$ cat src/hw/rtl/gbn_pkg.sv
// Shared types and constants for the go-back-N sender window core.
// Holds request codes, register indexes, reset values and the control/status structs.
// No dependencies.
package gbn_pkg;

   localparam int SEQ_W      = 16;
   localparam int ACK_W      = 32;
   localparam int REQ_W      = 2;
   localparam int WIN_CFG_W  = 4;
   localparam int CSR_ADDR_W = 2;
   localparam int CSR_DATA_W = 16;

   localparam logic [REQ_W-1:0] REQ_TICK  = 2'd0;
   localparam logic [REQ_W-1:0] REQ_ACK   = 2'd1;
   localparam logic [REQ_W-1:0] REQ_START = 2'd2;

   localparam logic [CSR_ADDR_W-1:0] CSR_TOTAL   = 2'd0;
   localparam logic [CSR_ADDR_W-1:0] CSR_WINDOW  = 2'd1;
   localparam logic [CSR_ADDR_W-1:0] CSR_TIMEOUT = 2'd2;

   localparam logic [ACK_W-1:0]     ACK_NONE      = 32'hFFFF_FFFF;
   localparam logic [SEQ_W-1:0]     TOTAL_RESET   = 16'd0;
   localparam logic [WIN_CFG_W-1:0] WINDOW_RESET  = 4'd4;
   localparam logic [SEQ_W-1:0]     TIMEOUT_RESET = 16'd500;
   localparam logic [SEQ_W-1:0]     ELAPSED_MAX   = 16'hFFFF;

   typedef struct packed {
      logic accept;
      logic emit;
   } cmd_type;

   typedef struct packed {
      logic out_free;
      logic emit_last;
   } stat_type;

endpackage

$ cat src/hw/rtl/gbn_ctrl.sv
// Controller for the go-back-N sender window core: idle / emit sequencing.
// Depends on gbn_pkg for the command and status structs.
module gbn_ctrl (
   input  logic              clock,
   input  logic              reset,
   input  logic              req_valid,
   output logic              req_ready,
   input  gbn_pkg::stat_type stat,
   output gbn_pkg::cmd_type  cmd
);

   localparam logic ST_IDLE = 1'b0;
   localparam logic ST_EMIT = 1'b1;

   logic state_ff;
   logic state_in;

   assign req_ready  = (state_ff == ST_IDLE);
   assign cmd.accept = (state_ff == ST_IDLE) && req_valid;
   assign cmd.emit   = (state_ff == ST_EMIT) && stat.out_free;

   always_comb begin
      state_in = state_ff;
      case (state_ff)
         ST_IDLE: begin
            if (req_valid) state_in = ST_EMIT;
         end
         ST_EMIT: begin
            // return once the final result of the transaction is issued
            if (stat.out_free && stat.emit_last) state_in = ST_IDLE;
         end
         default: state_in = ST_IDLE;
      endcase
   end

   always_ff @(posedge clock) begin
      if (reset) begin
         state_ff <= ST_IDLE;
      end else begin
         state_ff <= state_in;
      end
   end

endmodule

$ cat src/hw/rtl/gbn_datapath.sv
// Datapath for the go-back-N sender window core: window state, timer,
// configuration registers and the result register. Depends on gbn_pkg.
module gbn_datapath #(
   parameter int MAX_WINDOW = 8
) (
   input  logic                                clock,
   input  logic                                reset,
   input  gbn_pkg::cmd_type                    cmd,
   output gbn_pkg::stat_type                   stat,
   input  logic [gbn_pkg::REQ_W-1:0]           req_type,
   input  logic [gbn_pkg::ACK_W-1:0]           req_ack_seq,
   input  logic                                csr_wr_en,
   input  logic [gbn_pkg::CSR_ADDR_W-1:0]      csr_addr,
   input  logic [gbn_pkg::CSR_DATA_W-1:0]      csr_wdata,
   output logic                                rsp_valid,
   input  logic                                rsp_ready,
   output logic                                rsp_send_valid,
   output logic [gbn_pkg::SEQ_W-1:0]           rsp_send_seq,
   output logic                                rsp_is_retransmit,
   output logic [gbn_pkg::SEQ_W-1:0]           rsp_window_base,
   output logic                                rsp_all_acked,
   output logic                                rsp_last
);

   localparam int CNT_W = $clog2(MAX_WINDOW + 1);
   localparam int WIN_W = $clog2(MAX_WINDOW + 1);
   localparam int SW    = gbn_pkg::SEQ_W;

   localparam logic [1:0] MODE_STATUS = 2'd0;
   localparam logic [1:0] MODE_FILL   = 2'd1;
   localparam logic [1:0] MODE_RETX   = 2'd2;

   // configuration
   logic [SW-1:0]                 total_ff, total_in;
   logic [gbn_pkg::WIN_CFG_W-1:0] window_ff, window_in;
   logic [SW-1:0]                 timeout_ff, timeout_in;

   // window and timer state
   logic [SW-1:0]    base_ff, base_in;
   logic [SW-1:0]    next_ff, next_in;
   logic             timer_ff, timer_in;
   logic [SW-1:0]    elapsed_ff, elapsed_in;
   logic [SW-1:0]    cursor_ff, cursor_in;
   logic [CNT_W-1:0] k_ff, k_in;
   logic [1:0]       mode_ff, mode_in;

   // result register
   logic          rsp_valid_ff, rsp_valid_in;
   logic          send_valid_ff, send_valid_in;
   logic [SW-1:0] send_seq_ff, send_seq_in;
   logic          retx_ff, retx_in;
   logic [SW-1:0] wbase_ff, wbase_in;
   logic          acked_ff, acked_in;
   logic          last_ff, last_in;

   logic [WIN_W-1:0] eff_win;
   logic [SW:0]      limit;
   logic [SW:0]      next_inc;
   logic [SW:0]      cursor_inc;
   logic             k_lt_max, k1_lt_max;
   logic             fill_ok, fill_more, retx_ok, retx_more, send_now;
   logic             ack_ok;
   logic [SW-1:0]    ack_base;
   logic [SW-1:0]    tmo_limit;
   logic [SW-1:0]    el_inc;

   always_comb begin
      if (window_ff == '0) begin
         eff_win = WIN_W'(1);
      end else if (32'(window_ff) > MAX_WINDOW) begin
         eff_win = WIN_W'(MAX_WINDOW);
      end else begin
         eff_win = WIN_W'(window_ff);
      end
   end

   assign limit      = {1'b0, base_ff} + (SW+1)'(eff_win);
   assign next_inc   = {1'b0, next_ff} + (SW+1)'(1);
   assign cursor_inc = {1'b0, cursor_ff} + (SW+1)'(1);
   assign k_lt_max   = 32'(k_ff) < MAX_WINDOW;
   assign k1_lt_max  = (32'(k_ff) + 32'd1) < MAX_WINDOW;

   assign fill_ok   = (mode_ff == MODE_FILL) && (next_ff < total_ff)
                      && ({1'b0, next_ff} < limit) && k_lt_max;
   assign fill_more = (next_inc < {1'b0, total_ff}) && (next_inc < limit) && k1_lt_max;
   assign retx_ok   = (mode_ff == MODE_RETX) && (cursor_ff < next_ff) && k_lt_max;
   assign retx_more = (cursor_inc < {1'b0, next_ff}) && k1_lt_max;
   assign send_now  = fill_ok || retx_ok;

   assign stat.out_free  = !rsp_valid_ff || rsp_ready;
   assign stat.emit_last = send_now ? !(fill_ok ? fill_more : retx_more) : 1'b1;

   assign ack_ok    = (req_ack_seq != gbn_pkg::ACK_NONE)
                      && (req_ack_seq >= {16'd0, base_ff})
                      && (req_ack_seq < {16'd0, next_ff});
   assign ack_base  = req_ack_seq[SW-1:0] + SW'(1);
   assign tmo_limit = (timeout_ff == '0) ? SW'(1) : timeout_ff;
   assign el_inc    = (elapsed_ff == gbn_pkg::ELAPSED_MAX) ? elapsed_ff : elapsed_ff + SW'(1);

   always_comb begin
      total_in   = total_ff;
      window_in  = window_ff;
      timeout_in = timeout_ff;
      if (csr_wr_en) begin
         case (csr_addr)
            gbn_pkg::CSR_TOTAL:   total_in   = csr_wdata;
            gbn_pkg::CSR_WINDOW:  window_in  = csr_wdata[gbn_pkg::WIN_CFG_W-1:0];
            gbn_pkg::CSR_TIMEOUT: timeout_in = csr_wdata;
            default: ;
         endcase
      end
   end

   always_comb begin
      base_in       = base_ff;
      next_in       = next_ff;
      timer_in      = timer_ff;
      elapsed_in    = elapsed_ff;
      cursor_in     = cursor_ff;
      k_in          = k_ff;
      mode_in       = mode_ff;
      rsp_valid_in  = rsp_valid_ff && !rsp_ready;
      send_valid_in = send_valid_ff;
      send_seq_in   = send_seq_ff;
      retx_in       = retx_ff;
      wbase_in      = wbase_ff;
      acked_in      = acked_ff;
      last_in       = last_ff;

      if (cmd.accept) begin
         k_in    = '0;
         mode_in = MODE_STATUS;
         case (req_type)
            gbn_pkg::REQ_START: begin
               base_in    = '0;
               next_in    = '0;
               timer_in   = 1'b0;
               elapsed_in = '0;
               mode_in    = MODE_FILL;
            end
            gbn_pkg::REQ_ACK: begin
               if (ack_ok) begin
                  base_in    = ack_base;
                  timer_in   = (ack_base != next_ff);
                  elapsed_in = '0;
                  mode_in    = MODE_FILL;
               end
            end
            gbn_pkg::REQ_TICK: begin
               if (timer_ff) begin
                  if (el_inc >= tmo_limit) begin
                     elapsed_in = '0;
                     cursor_in  = base_ff;
                     mode_in    = MODE_RETX;
                  end else begin
                     elapsed_in = el_inc;
                  end
               end
            end
            default: ;
         endcase
      end

      if (cmd.emit) begin
         rsp_valid_in  = 1'b1;
         send_valid_in = send_now;
         send_seq_in   = fill_ok ? next_ff : (retx_ok ? cursor_ff : '0);
         retx_in       = retx_ok;
         wbase_in      = base_ff;
         acked_in      = (base_ff >= total_ff);
         last_in       = stat.emit_last;
         if (send_now) k_in = k_ff + CNT_W'(1);
         if (fill_ok) begin
            next_in = next_inc[SW-1:0];
            if (!timer_ff) begin
               timer_in   = 1'b1;
               elapsed_in = '0;
            end
         end
         if (retx_ok) cursor_in = cursor_inc[SW-1:0];
      end
   end

   always_ff @(posedge clock) begin
      if (reset) begin
         total_ff     <= gbn_pkg::TOTAL_RESET;
         window_ff    <= gbn_pkg::WINDOW_RESET;
         timeout_ff   <= gbn_pkg::TIMEOUT_RESET;
         base_ff      <= '0;
         next_ff      <= '0;
         timer_ff     <= 1'b0;
         elapsed_ff   <= '0;
         k_ff         <= '0;
         mode_ff      <= MODE_STATUS;
         rsp_valid_ff <= 1'b0;
      end else begin
         total_ff     <= total_in;
         window_ff    <= window_in;
         timeout_ff   <= timeout_in;
         base_ff      <= base_in;
         next_ff      <= next_in;
         timer_ff     <= timer_in;
         elapsed_ff   <= elapsed_in;
         k_ff         <= k_in;
         mode_ff      <= mode_in;
         rsp_valid_ff <= rsp_valid_in;
      end
   end

   always_ff @(posedge clock) begin
      cursor_ff     <= cursor_in;
      send_valid_ff <= send_valid_in;
      send_seq_ff   <= send_seq_in;
      retx_ff       <= retx_in;
      wbase_ff      <= wbase_in;
      acked_ff      <= acked_in;
      last_ff       <= last_in;
   end

   assign rsp_valid         = rsp_valid_ff;
   assign rsp_send_valid    = send_valid_ff;
   assign rsp_send_seq      = send_seq_ff;
   assign rsp_is_retransmit = retx_ff;
   assign rsp_window_base   = wbase_ff;
   assign rsp_all_acked     = acked_ff;
   assign rsp_last          = last_ff;

   a_base_le_next : assert property (@(posedge clock) disable iff (reset)
      base_ff <= next_ff)
      else $error("window base passed next sequence number");

   a_fill_starts_timer : assert property (@(posedge clock) disable iff (reset)
      (cmd.emit && fill_ok) |=> timer_ff)
      else $error("fresh send left the timer stopped");

   a_status_only_first : assert property (@(posedge clock) disable iff (reset)
      (cmd.emit && !send_now) |-> (k_ff == '0))
      else $error("status result issued after sends");

endmodule

$ cat src/hw/rtl/go_back_n_sender_window_core.sv
// Go-back-N sender window core: top level joining controller and datapath.
// Sequence: on accept the controller enters its emit state; the first result is then registered
// once the result register is free, and the response transaction is offered from that register.
// Throughput: an item producing n results (1..MAX_WINDOW) issues them in turn through the single
// result register, each when it is free; response stalls stretch this. No new request is taken meanwhile.
// Reset (synchronous): clears base, next sequence and timer, restores register defaults.
// Depends on gbn_pkg, gbn_ctrl and gbn_datapath.
module go_back_n_sender_window_core #(
   parameter int MAX_WINDOW = 8
) (
   input  logic                           clock,
   input  logic                           reset,
   // request channel
   input  logic                           req_valid,
   output logic                           req_ready,
   input  logic [gbn_pkg::REQ_W-1:0]      req_type,
   input  logic [gbn_pkg::ACK_W-1:0]      req_ack_seq,
   // response channel
   output logic                           rsp_valid,
   input  logic                           rsp_ready,
   output logic                           rsp_send_valid,
   output logic [gbn_pkg::SEQ_W-1:0]      rsp_send_seq,
   output logic                           rsp_is_retransmit,
   output logic [gbn_pkg::SEQ_W-1:0]      rsp_window_base,
   output logic                           rsp_all_acked,
   output logic                           rsp_last,
   // register write port
   input  logic                           csr_wr_en,
   input  logic [gbn_pkg::CSR_ADDR_W-1:0] csr_addr,
   input  logic [gbn_pkg::CSR_DATA_W-1:0] csr_wdata
);

   // command from the controller, status back from the datapath
   gbn_pkg::cmd_type  cmd;
   gbn_pkg::stat_type stat;

   // The controller takes a request transaction only when idle; it then
   // issues one emit per cycle whenever the result register is free, and
   // returns to idle on the result flagged last.
   gbn_ctrl u_ctrl (
      .clock     (clock),
      .reset     (reset),
      .req_valid (req_valid),
      .req_ready (req_ready),
      .stat      (stat),
      .cmd       (cmd)
   );

   // The datapath applies start, acknowledgement or tick on accept, then
   // walks fresh sends or retransmissions one per emit.
   gbn_datapath #(
      .MAX_WINDOW (MAX_WINDOW)
   ) u_datapath (
      .clock             (clock),
      .reset             (reset),
      .cmd               (cmd),
      .stat              (stat),
      .req_type          (req_type),
      .req_ack_seq       (req_ack_seq),
      .csr_wr_en         (csr_wr_en),
      .csr_addr          (csr_addr),
      .csr_wdata         (csr_wdata),
      .rsp_valid         (rsp_valid),
      .rsp_ready         (rsp_ready),
      .rsp_send_valid    (rsp_send_valid),
      .rsp_send_seq      (rsp_send_seq),
      .rsp_is_retransmit (rsp_is_retransmit),
      .rsp_window_base   (rsp_window_base),
      .rsp_all_acked     (rsp_all_acked),
      .rsp_last          (rsp_last)
   );

endmodule
$ cat config.mk
export PLATFORM = sky130hd
export DESIGN_NAME = go_back_n_sender_window_core
export DESIGN_NICKNAME = d
export VERILOG_FILES = /design/src/hw/rtl/gbn_pkg.sv /design/src/hw/rtl/gbn_ctrl.sv /design/src/hw/rtl/gbn_datapath.sv /design/src/hw/rtl/go_back_n_sender_window_core.sv
export SDC_FILE = /design/constraint.sdc
export NUM_CORES = 1
export LEC_CHECK = 0
export ABC_AREA = 1
export BUFFER_PORTS_ARGS = -buffer_cell sky130_fd_sc_hd__buf_2
export CORE_MARGIN = 2
export CORE_UTILIZATION = 25
export CTS_CLUSTER_SIZE = 20
export DETAILED_ROUTE_END_ITERATION = 12
export PLACE_DENSITY = 0.47
export SKIP_LAST_GASP = 1
export SLEW_MARGIN = 15
export SYNTH_ARGS = -nofsm -noshare
export SYNTH_HDL_FRONTEND = slang
export SYNTH_SLANG_ARGS = --single-unit
$ cat constraint.sdc
create_clock -name clock -period 4.7 [get_ports clock]
set_input_delay 0.47 -clock clock [delete_from_list [all_inputs] [get_ports clock]]
set_output_delay 0.47 -clock clock [all_outputs]
set_load 0.005 [all_outputs]
### Word level (Yosys, flattened, before mapping)

Index checks and enable logic that the tools add are counted.

| storage, ports and cells | value |
|---|---|
| register bits after elaboration | 145 |
| output and inout bits | 38 |
| word-level logic and storage cells | 122 |

| operators by class | value |
|---|---|
| $add $sub $neg | 7 |
| order comparisons | 13 |
| eq/ne operators | 10 |
| muxes and demuxes | 45 |
| bitwise logic cells | 1 |
| reductions and logical operators | 28 |

Operators with widths:

| cell | count |
|---|---|
| $mux 16 | 22 |
| $pmux 16 s3 | 1 |
| $add 16x1->17 const B | 2 |
| $lt 17x16->1 | 2 |
| $add 16x1->16 const B | 2 |
| $ge 16x16->1 | 2 |
| $ge 32x16->1 | 1 |
| $lt 16x16->1 | 2 |
| $lt 32x16->1 | 1 |
| $lt 32x4->1 const B | 1 |
| $ne 32x32->1 const B | 1 |
| $pmux 16 s2 | 1 |
| $mux 4 | 5 |
| $add 16x4->17 | 1 |
| $lt 16x17->1 | 1 |
| $lt 17x17->1 | 1 |
| $eq 16x16->1 const B | 1 |
| $logic_not 16->1 | 1 |
| $ne 16x16->1 | 1 |
| $logic_and 1x1->1 | 14 |
| $mux 1 | 11 |
| $eq 2x1->1 const B | 3 |
| $eq 2x2->1 const B | 3 |
| $pmux 2 s3 | 1 |
| 15 further kinds | 23 |

### Longest topological paths before layout

| depth | value |
|---|---|
| depth after elaboration | 13 |
| depth in mapped cells | 29 |
| mapped depth without buffers | 29 |

### Hierarchy

A second synthesis with hierarchy kept.

| second synthesis, totals | value |
|---|---|
| cell total of the unflattened synthesis | 1,654 |
| area total of the unflattened synthesis | 11,632.4 um^2 |

By module, submodules not included:

| module | times used | cells each | area each (um^2) |
|---|---|---|---|
| gbn_datapath | 1 | 1,643 | 11,571.1 |
| gbn_ctrl | 1 | 11 | 61.3 |

### Worst setup path before layout

OpenSTA, ideal clock, no wires.

| timing path | value |
|---|---|
| path kind | reg2reg |
| from | register u_datapath.window_ff[3] (netlist bit) |
| to | register u_datapath.send_seq_ff[10], in the netlist u_datapath.rsp_send_seq[10], data pin |
| data arrival time | 3,186 ps |
| slack | 1,250 ps |
| cell stages (with the launch flop) | 24 |
| path buffers | 1 |
| period minus slack after synthesis | 3,450 ps |
| cell sequence | dfxtp_1 -> inv_1 -> o21a_1 -> ha_1 -> nand3_1 -> nand2_1 -> nand2_1 -> a21oi_1 -> nand2_1 -> nor2_1 -> nand3_1 -> nor3_2 -> nand2_1 -> xor2_1 -> inv_1 -> ha_1 -> nand2_1 -> inv_1 -> nand4_1 -> nor2_1 -> nor2_4 -> nand3_2 -> clkbuf_1 -> o21ai_0 |

| on the way | value |
|---|---|
| longest elaborated chain between the ends | 8 |
| elaborated cells between the ends (all ways) | 9 |

Ends and longest elaborated chain:

| what | line | source |
|---|---|---|
| from (decl) | gbn_datapath.sv:35 | `logic [gbn_pkg::WIN_CFG_W-1:0] window_ff, window_in;` |
| from (signal assigned) | gbn_datapath.sv:187 | `window_ff <= gbn_pkg::WINDOW_RESET;` |
| from (signal assigned) | gbn_datapath.sv:198 | `window_ff <= window_in;` |
| $gt 4x4->1 | gbn_datapath.sv:70 | `end else if (32'(window_ff) > MAX_WINDOW) begin` |
| $mux 4 | gbn_datapath.sv:70 |  |
| $mux 4 * | gbn_datapath.sv:68 | `if (window_ff == '0) begin` |
| $add 16x4->17 * | gbn_datapath.sv:77 | `assign limit = {1'b0, base_ff} + (SW+1)'(eff_win);` |
| $lt 16x17->1 * | gbn_datapath.sv:84 | `&& ({1'b0, next_ff} < limit) && k_lt_max;` |
| $logic_and 1x1->1 * (2 in series) | gbn_datapath.sv:84 |  |
| $mux 16 * | gbn_datapath.sv:167 | `send_seq_in = fill_ok ? next_ff : (retx_ok ? cursor_ff : '0);` |
| to (signal assigned) | gbn_datapath.sv:213 | `send_seq_ff <= send_seq_in;` |
| to (decl) | gbn_datapath.sv:50 | `logic [SW-1:0] send_seq_ff, send_seq_in;` |

Every way passes the cells marked *; elsewhere a longest branch is shown, timed or not.
A chain may end at the register's enable or synchronous reset.

### Final worst setup path

| timing path | value |
|---|---|
| from | register u_datapath.window_ff[3] (netlist bit) |
| to | register u_datapath.next_ff[13] |

| on the way | value |
|---|---|
| longest elaborated chain between the ends | 9 |
| elaborated cells between the ends (all ways) | 10 |

Ends and longest elaborated chain:

| what | line | source |
|---|---|---|
| $gt 4x4->1 | gbn_datapath.sv:70 |  |
| $mux 4 | gbn_datapath.sv:70 |  |
| $mux 4 * | gbn_datapath.sv:68 |  |
| $add 16x4->17 * | gbn_datapath.sv:77 |  |
| $lt 16x17->1 * | gbn_datapath.sv:84 |  |
| $logic_and 1x1->1 * (2 in series) | gbn_datapath.sv:84 |  |
| $mux 16 * | gbn_datapath.sv:173 | `if (fill_ok) begin` |
| $mux 16 * | gbn_datapath.sv:164 | `if (cmd.emit) begin` |
| to (signal assigned) | gbn_datapath.sv:201 | `next_ff <= next_in;` |
| to (decl) | gbn_datapath.sv:40 | `logic [SW-1:0] next_ff, next_in;` |

Marked as above.

==> key figures <==
Synth
  – Synth Instances: 1605
  – Top post-synthesis cells by area: dfxtp_1 19%, ha_1 18%, nand2_1 12%, edfxtp_1 9.4%, a21oi_1 7.4%
  – Register area share after synthesis: 28.4%
  – Main synth FF type: dfxtp_1
  – Area share of the leading cell type in the synthesized netlist: 19.0%
  – Synthesized cell area: 0.0115 mm²
  – Synth Area per Inst: 7.16 µm²
  – Flop and latch count out of synthesis: 145
  – Share of async-settable or async-resettable flops after synthesis: 0%
  – Yosys top cell by area: dfxtp_1
  – Synth cell types: 51
  – Yosys warns: 0
  – Post-synth EDFFs: 36
  – Syn Nets: 1831

CTS
  – Reg clk slew, reported paths: 70 ps
  – # H-tree levels: 4
  – Post-CTS Hold Fix Bufs: 0
  – Worst-Skew Late Latency: 460 ps
  – Total CTS buffers: 17
  – Clock Sinks: 145
  – Clock Path Buffers: 2
  – Root Driver: clkbuf_16
  – CTS tree: built

Setup path
  – Worst Setup Start Kind: flip-flop
  – CP Capture Type: flip-flop
  – Worst-path maximum fanout: 15
  – Worst path slowest cell: dfxtp_1
  – Most used cell, CP: nand2_1
  – Crit Reg-Reg Endpoint: u_datapath.next_ff[13]
  – Reg2Reg Depth: 25
  – CP required: 5000 ps
  – FF-to-FF setup slack: 630 ps
  – WS Path Type: reg -> reg
  – Buf/Inv on CP: 5
  – CP peak stage delay: 360 ps
  – Critical path arrival: 4360 ps
  – FF-to-FF Start: u_datapath.window_ff[3]
  – Crit path max-delay family: simple AND/OR/NAND/NOR gates
  – Crit. path cell count: 25

STA
  – Worst setup margin: 634 ps
  – TNS Setup: 0 ps
  – Clk_skew: 10.4 ps
  – Relative slew slack: 39.6%
  – Final slew viol count: 0
  – Minimum clock period: 4070 ps
  – Fin. Hold Viols: 0
  – Worst Tran Pin Value: 905 ps
  – Max Clk Rate: 246 MHz
  – Final worst path period share: 86.5%
  – Hold WS: 283 ps
  – Final setup violation count: 0
  – RSZ-0062 raised after global routing: false

Final layout
  – Final Instance Area: 0.0132 mm²
  – P&R area growth vs syn: 15.1%
  – Share of cells above drive strength 1: 10.0%
  – Nets: 1925
  – Most frequent cells in the layout: 365 x nand2_1, 186 x inv_1, 171 x a21oi_1
  – Commonest non-fill, non-tap cell in the layout: nand2_1

Route
  – Drt initial violations: 735
  – DRC: 0
  – Vias per cell: 4.75
  – Initial DRT Pass Iterations: 6
  – Post-DR wirelength/cell: 16.6 µm
  – Final ANT Viol Nets: 0
  – Final wirelength: 38500 µm
  – DR vias: 11000

Place
  – Area after DPL: 0.0126 mm²
  – Detail Placement HPWL: 30500 µm
  – RD Place Congestion: 0.853
  – # port buffers: 94
  – Pre-CTS setup slack: 566 ps

Floorplanning
  – Row count: 78
  – Starting density of the core: 25.3%
  – Die area: 0.0477 mm²
  – IO Count: 95
  – Die height: 218 µm
  – Core area: 0.0454 mm²
  – Die W: 218 µm

Global routing
  – Vias in the first global route: 10700
  – Antenna violations before repair: 1
  – Largest net degree at the start of global routing: 40
  – GRT Total Usage: 16.5%
  – Gr ovfl total: 0
  – Global-route wire length before repair: 60500 µm

Pwr
  – Pwr dens: 234 mW/mm²
  – Worst vdd ir: 182 µV
  – LEAKAGE: 5.92 nW
  – Final total power: 3.09 mW

Hold path
  – Hold Path Stages: 3
  – WHS Endpoint: u_datapath.timeout_ff[4]
  – Hold Path Class: in -> reg
  – Hold_sp: csr_wdata[4]

Run
  – Max-cap check violation count: 0

Run status
  – Outcome: completed
==> cells by family (layout without fill, tap and decap cells) <==
group / count (synthesis) / after routing / share of synthesized area, %
AO/OA/AOI/OAI: 314 / 314 / 14.6
XOR/XNOR: 54 / 54 / 4.23
adder cells (fa/ha/maj): 169 / 169 / 18.5
buffers and inverters: 227 / 334 / 8.01
flip-flops: 145 / 145 / 28.4
multiplexers: 1 / 1 / 0.0871
other: 0 / 1 / 0
AND/OR/NAND/NOR: 695 / 695 / 26.2
==> cells in the mapped netlist, types with 2 or more instances <==
master and number:
o2111ai_1 2, buf_2 5, nand3_2 5, clkbuf_1 20, nor2_1 149, a21oi_1 171
nor2_2 3, xor2_1 48, ha_1 168, nand4_1 31, a211oi_1 2, o211ai_1 10
o21ai_0 100, nand3b_1 3, nand3_1 88, o21ai_1 6, nand2_1 365, o21a_1 8
nand2_2 2, inv_1 187, nor2_4 3, edfxtp_1 36, inv_2 4, buf_6 6
nor3_1 26, xnor2_1 5, a31oi_1 3, clkinv_1 2, o21bai_1 6, nor3_2 6
nor4_1 7, dfxtp_1 109
==> power by group <==
part	internal, mW	leakage, nW	switching, mW
clock network	0.824	0.302	0.612
logic	0.111	4.37	0.220
registers	1.31	1.24	0.0143
total	2.24	5.92	0.846
==> worst max path at each step <==
| stage | start | endpoint | slack, ps |
|---|---|---|---|
| after CTS | u_datapath.window_ff[3] | u_datapath.next_ff[2] | 530 |
| after global placement | u_datapath.window_ff[3] | u_datapath.next_ff[13] | 610 |
| final | u_datapath.window_ff[3] | u_datapath.next_ff[13] | 630 |
| after detailed placement | u_datapath.window_ff[3] | u_datapath.next_ff[2] | 570 |
| after global routing | u_datapath.window_ff[0] | u_datapath.next_ff[13] | 140 |
| after floorplan | u_datapath.window_ff[3] | u_datapath.rsp_send_seq[10] | 1250 |
==> stage by stage <==
stage / instances / utilization (%)
global route: 2312 / 29.2
CTS: 2311 / 29.1
global placement: 2279 / 27.8
floorplan: 1605 / -
finish: 2313 / 29.2
detailed placement: 2279 / 27.8
==> sequential cells by signal (all words and copies together), names as in the netlist <==
signal and count:
u_datapath.rsp_all_acked 1, u_datapath.mode_ff 2, u_datapath.rsp_send_seq 16, u_datapath.timer_ff 1, u_datapath.k_ff 4, u_datapath.rsp_window_base 16
u_datapath.total_ff 16, u_datapath.next_ff 16, u_datapath.base_ff 16, u_datapath.cursor_ff 16, u_ctrl.state_ff 1, u_datapath.window_ff 4
u_datapath.timeout_ff 16, u_datapath.rsp_send_valid 1, u_datapath.elapsed_ff 16, u_datapath.rsp_last 1, u_datapath.rsp_is_retransmit 1, u_datapath.rsp_valid 1
==> layer usage <==
| metal | global-route usage (%) | part of all wire, % | up-vias |
|---|---|---|---|
| li1 | - | - | 5599 |
| met1 | 22.4 | 48 | 5102 |
| met3 | 2.28 | 3.8 | 41 |
| met2 | 27.6 | 47 | 243 |
| met5 | 0 | 0.034 | - |
| met4 | 4.01 | 1.4 | 2 |
==> repair_timing <==
| action | CTS | global route |
|---|---|---|
| setup buffers | 0 | 1 |
| setup endpoints to repair | 0 | 1 |
| resized for setup | 0 | 0 |
| hold endpoints to repair | 0 | 0 |
==> tightest hold or removal path, cell delays in order <==
cell and delay [ps]:
buf_2 110, nand2_1 50, o211ai_1 70
==> cell type report <==
class / count / area [µm²]
inverter: 194 / 729
tap: 600 / 751
multi-input combinational: 1233 / 7310
sequential: 145 / 3260
timing repair buffer: 108 / 576
antenna: 1 / 2.50
clock buffer: 22 / 507
fill: 4987 / 32100
clock inverter: 10 / 92.6
No activity file was read; power rests on OpenSTA's default activity.
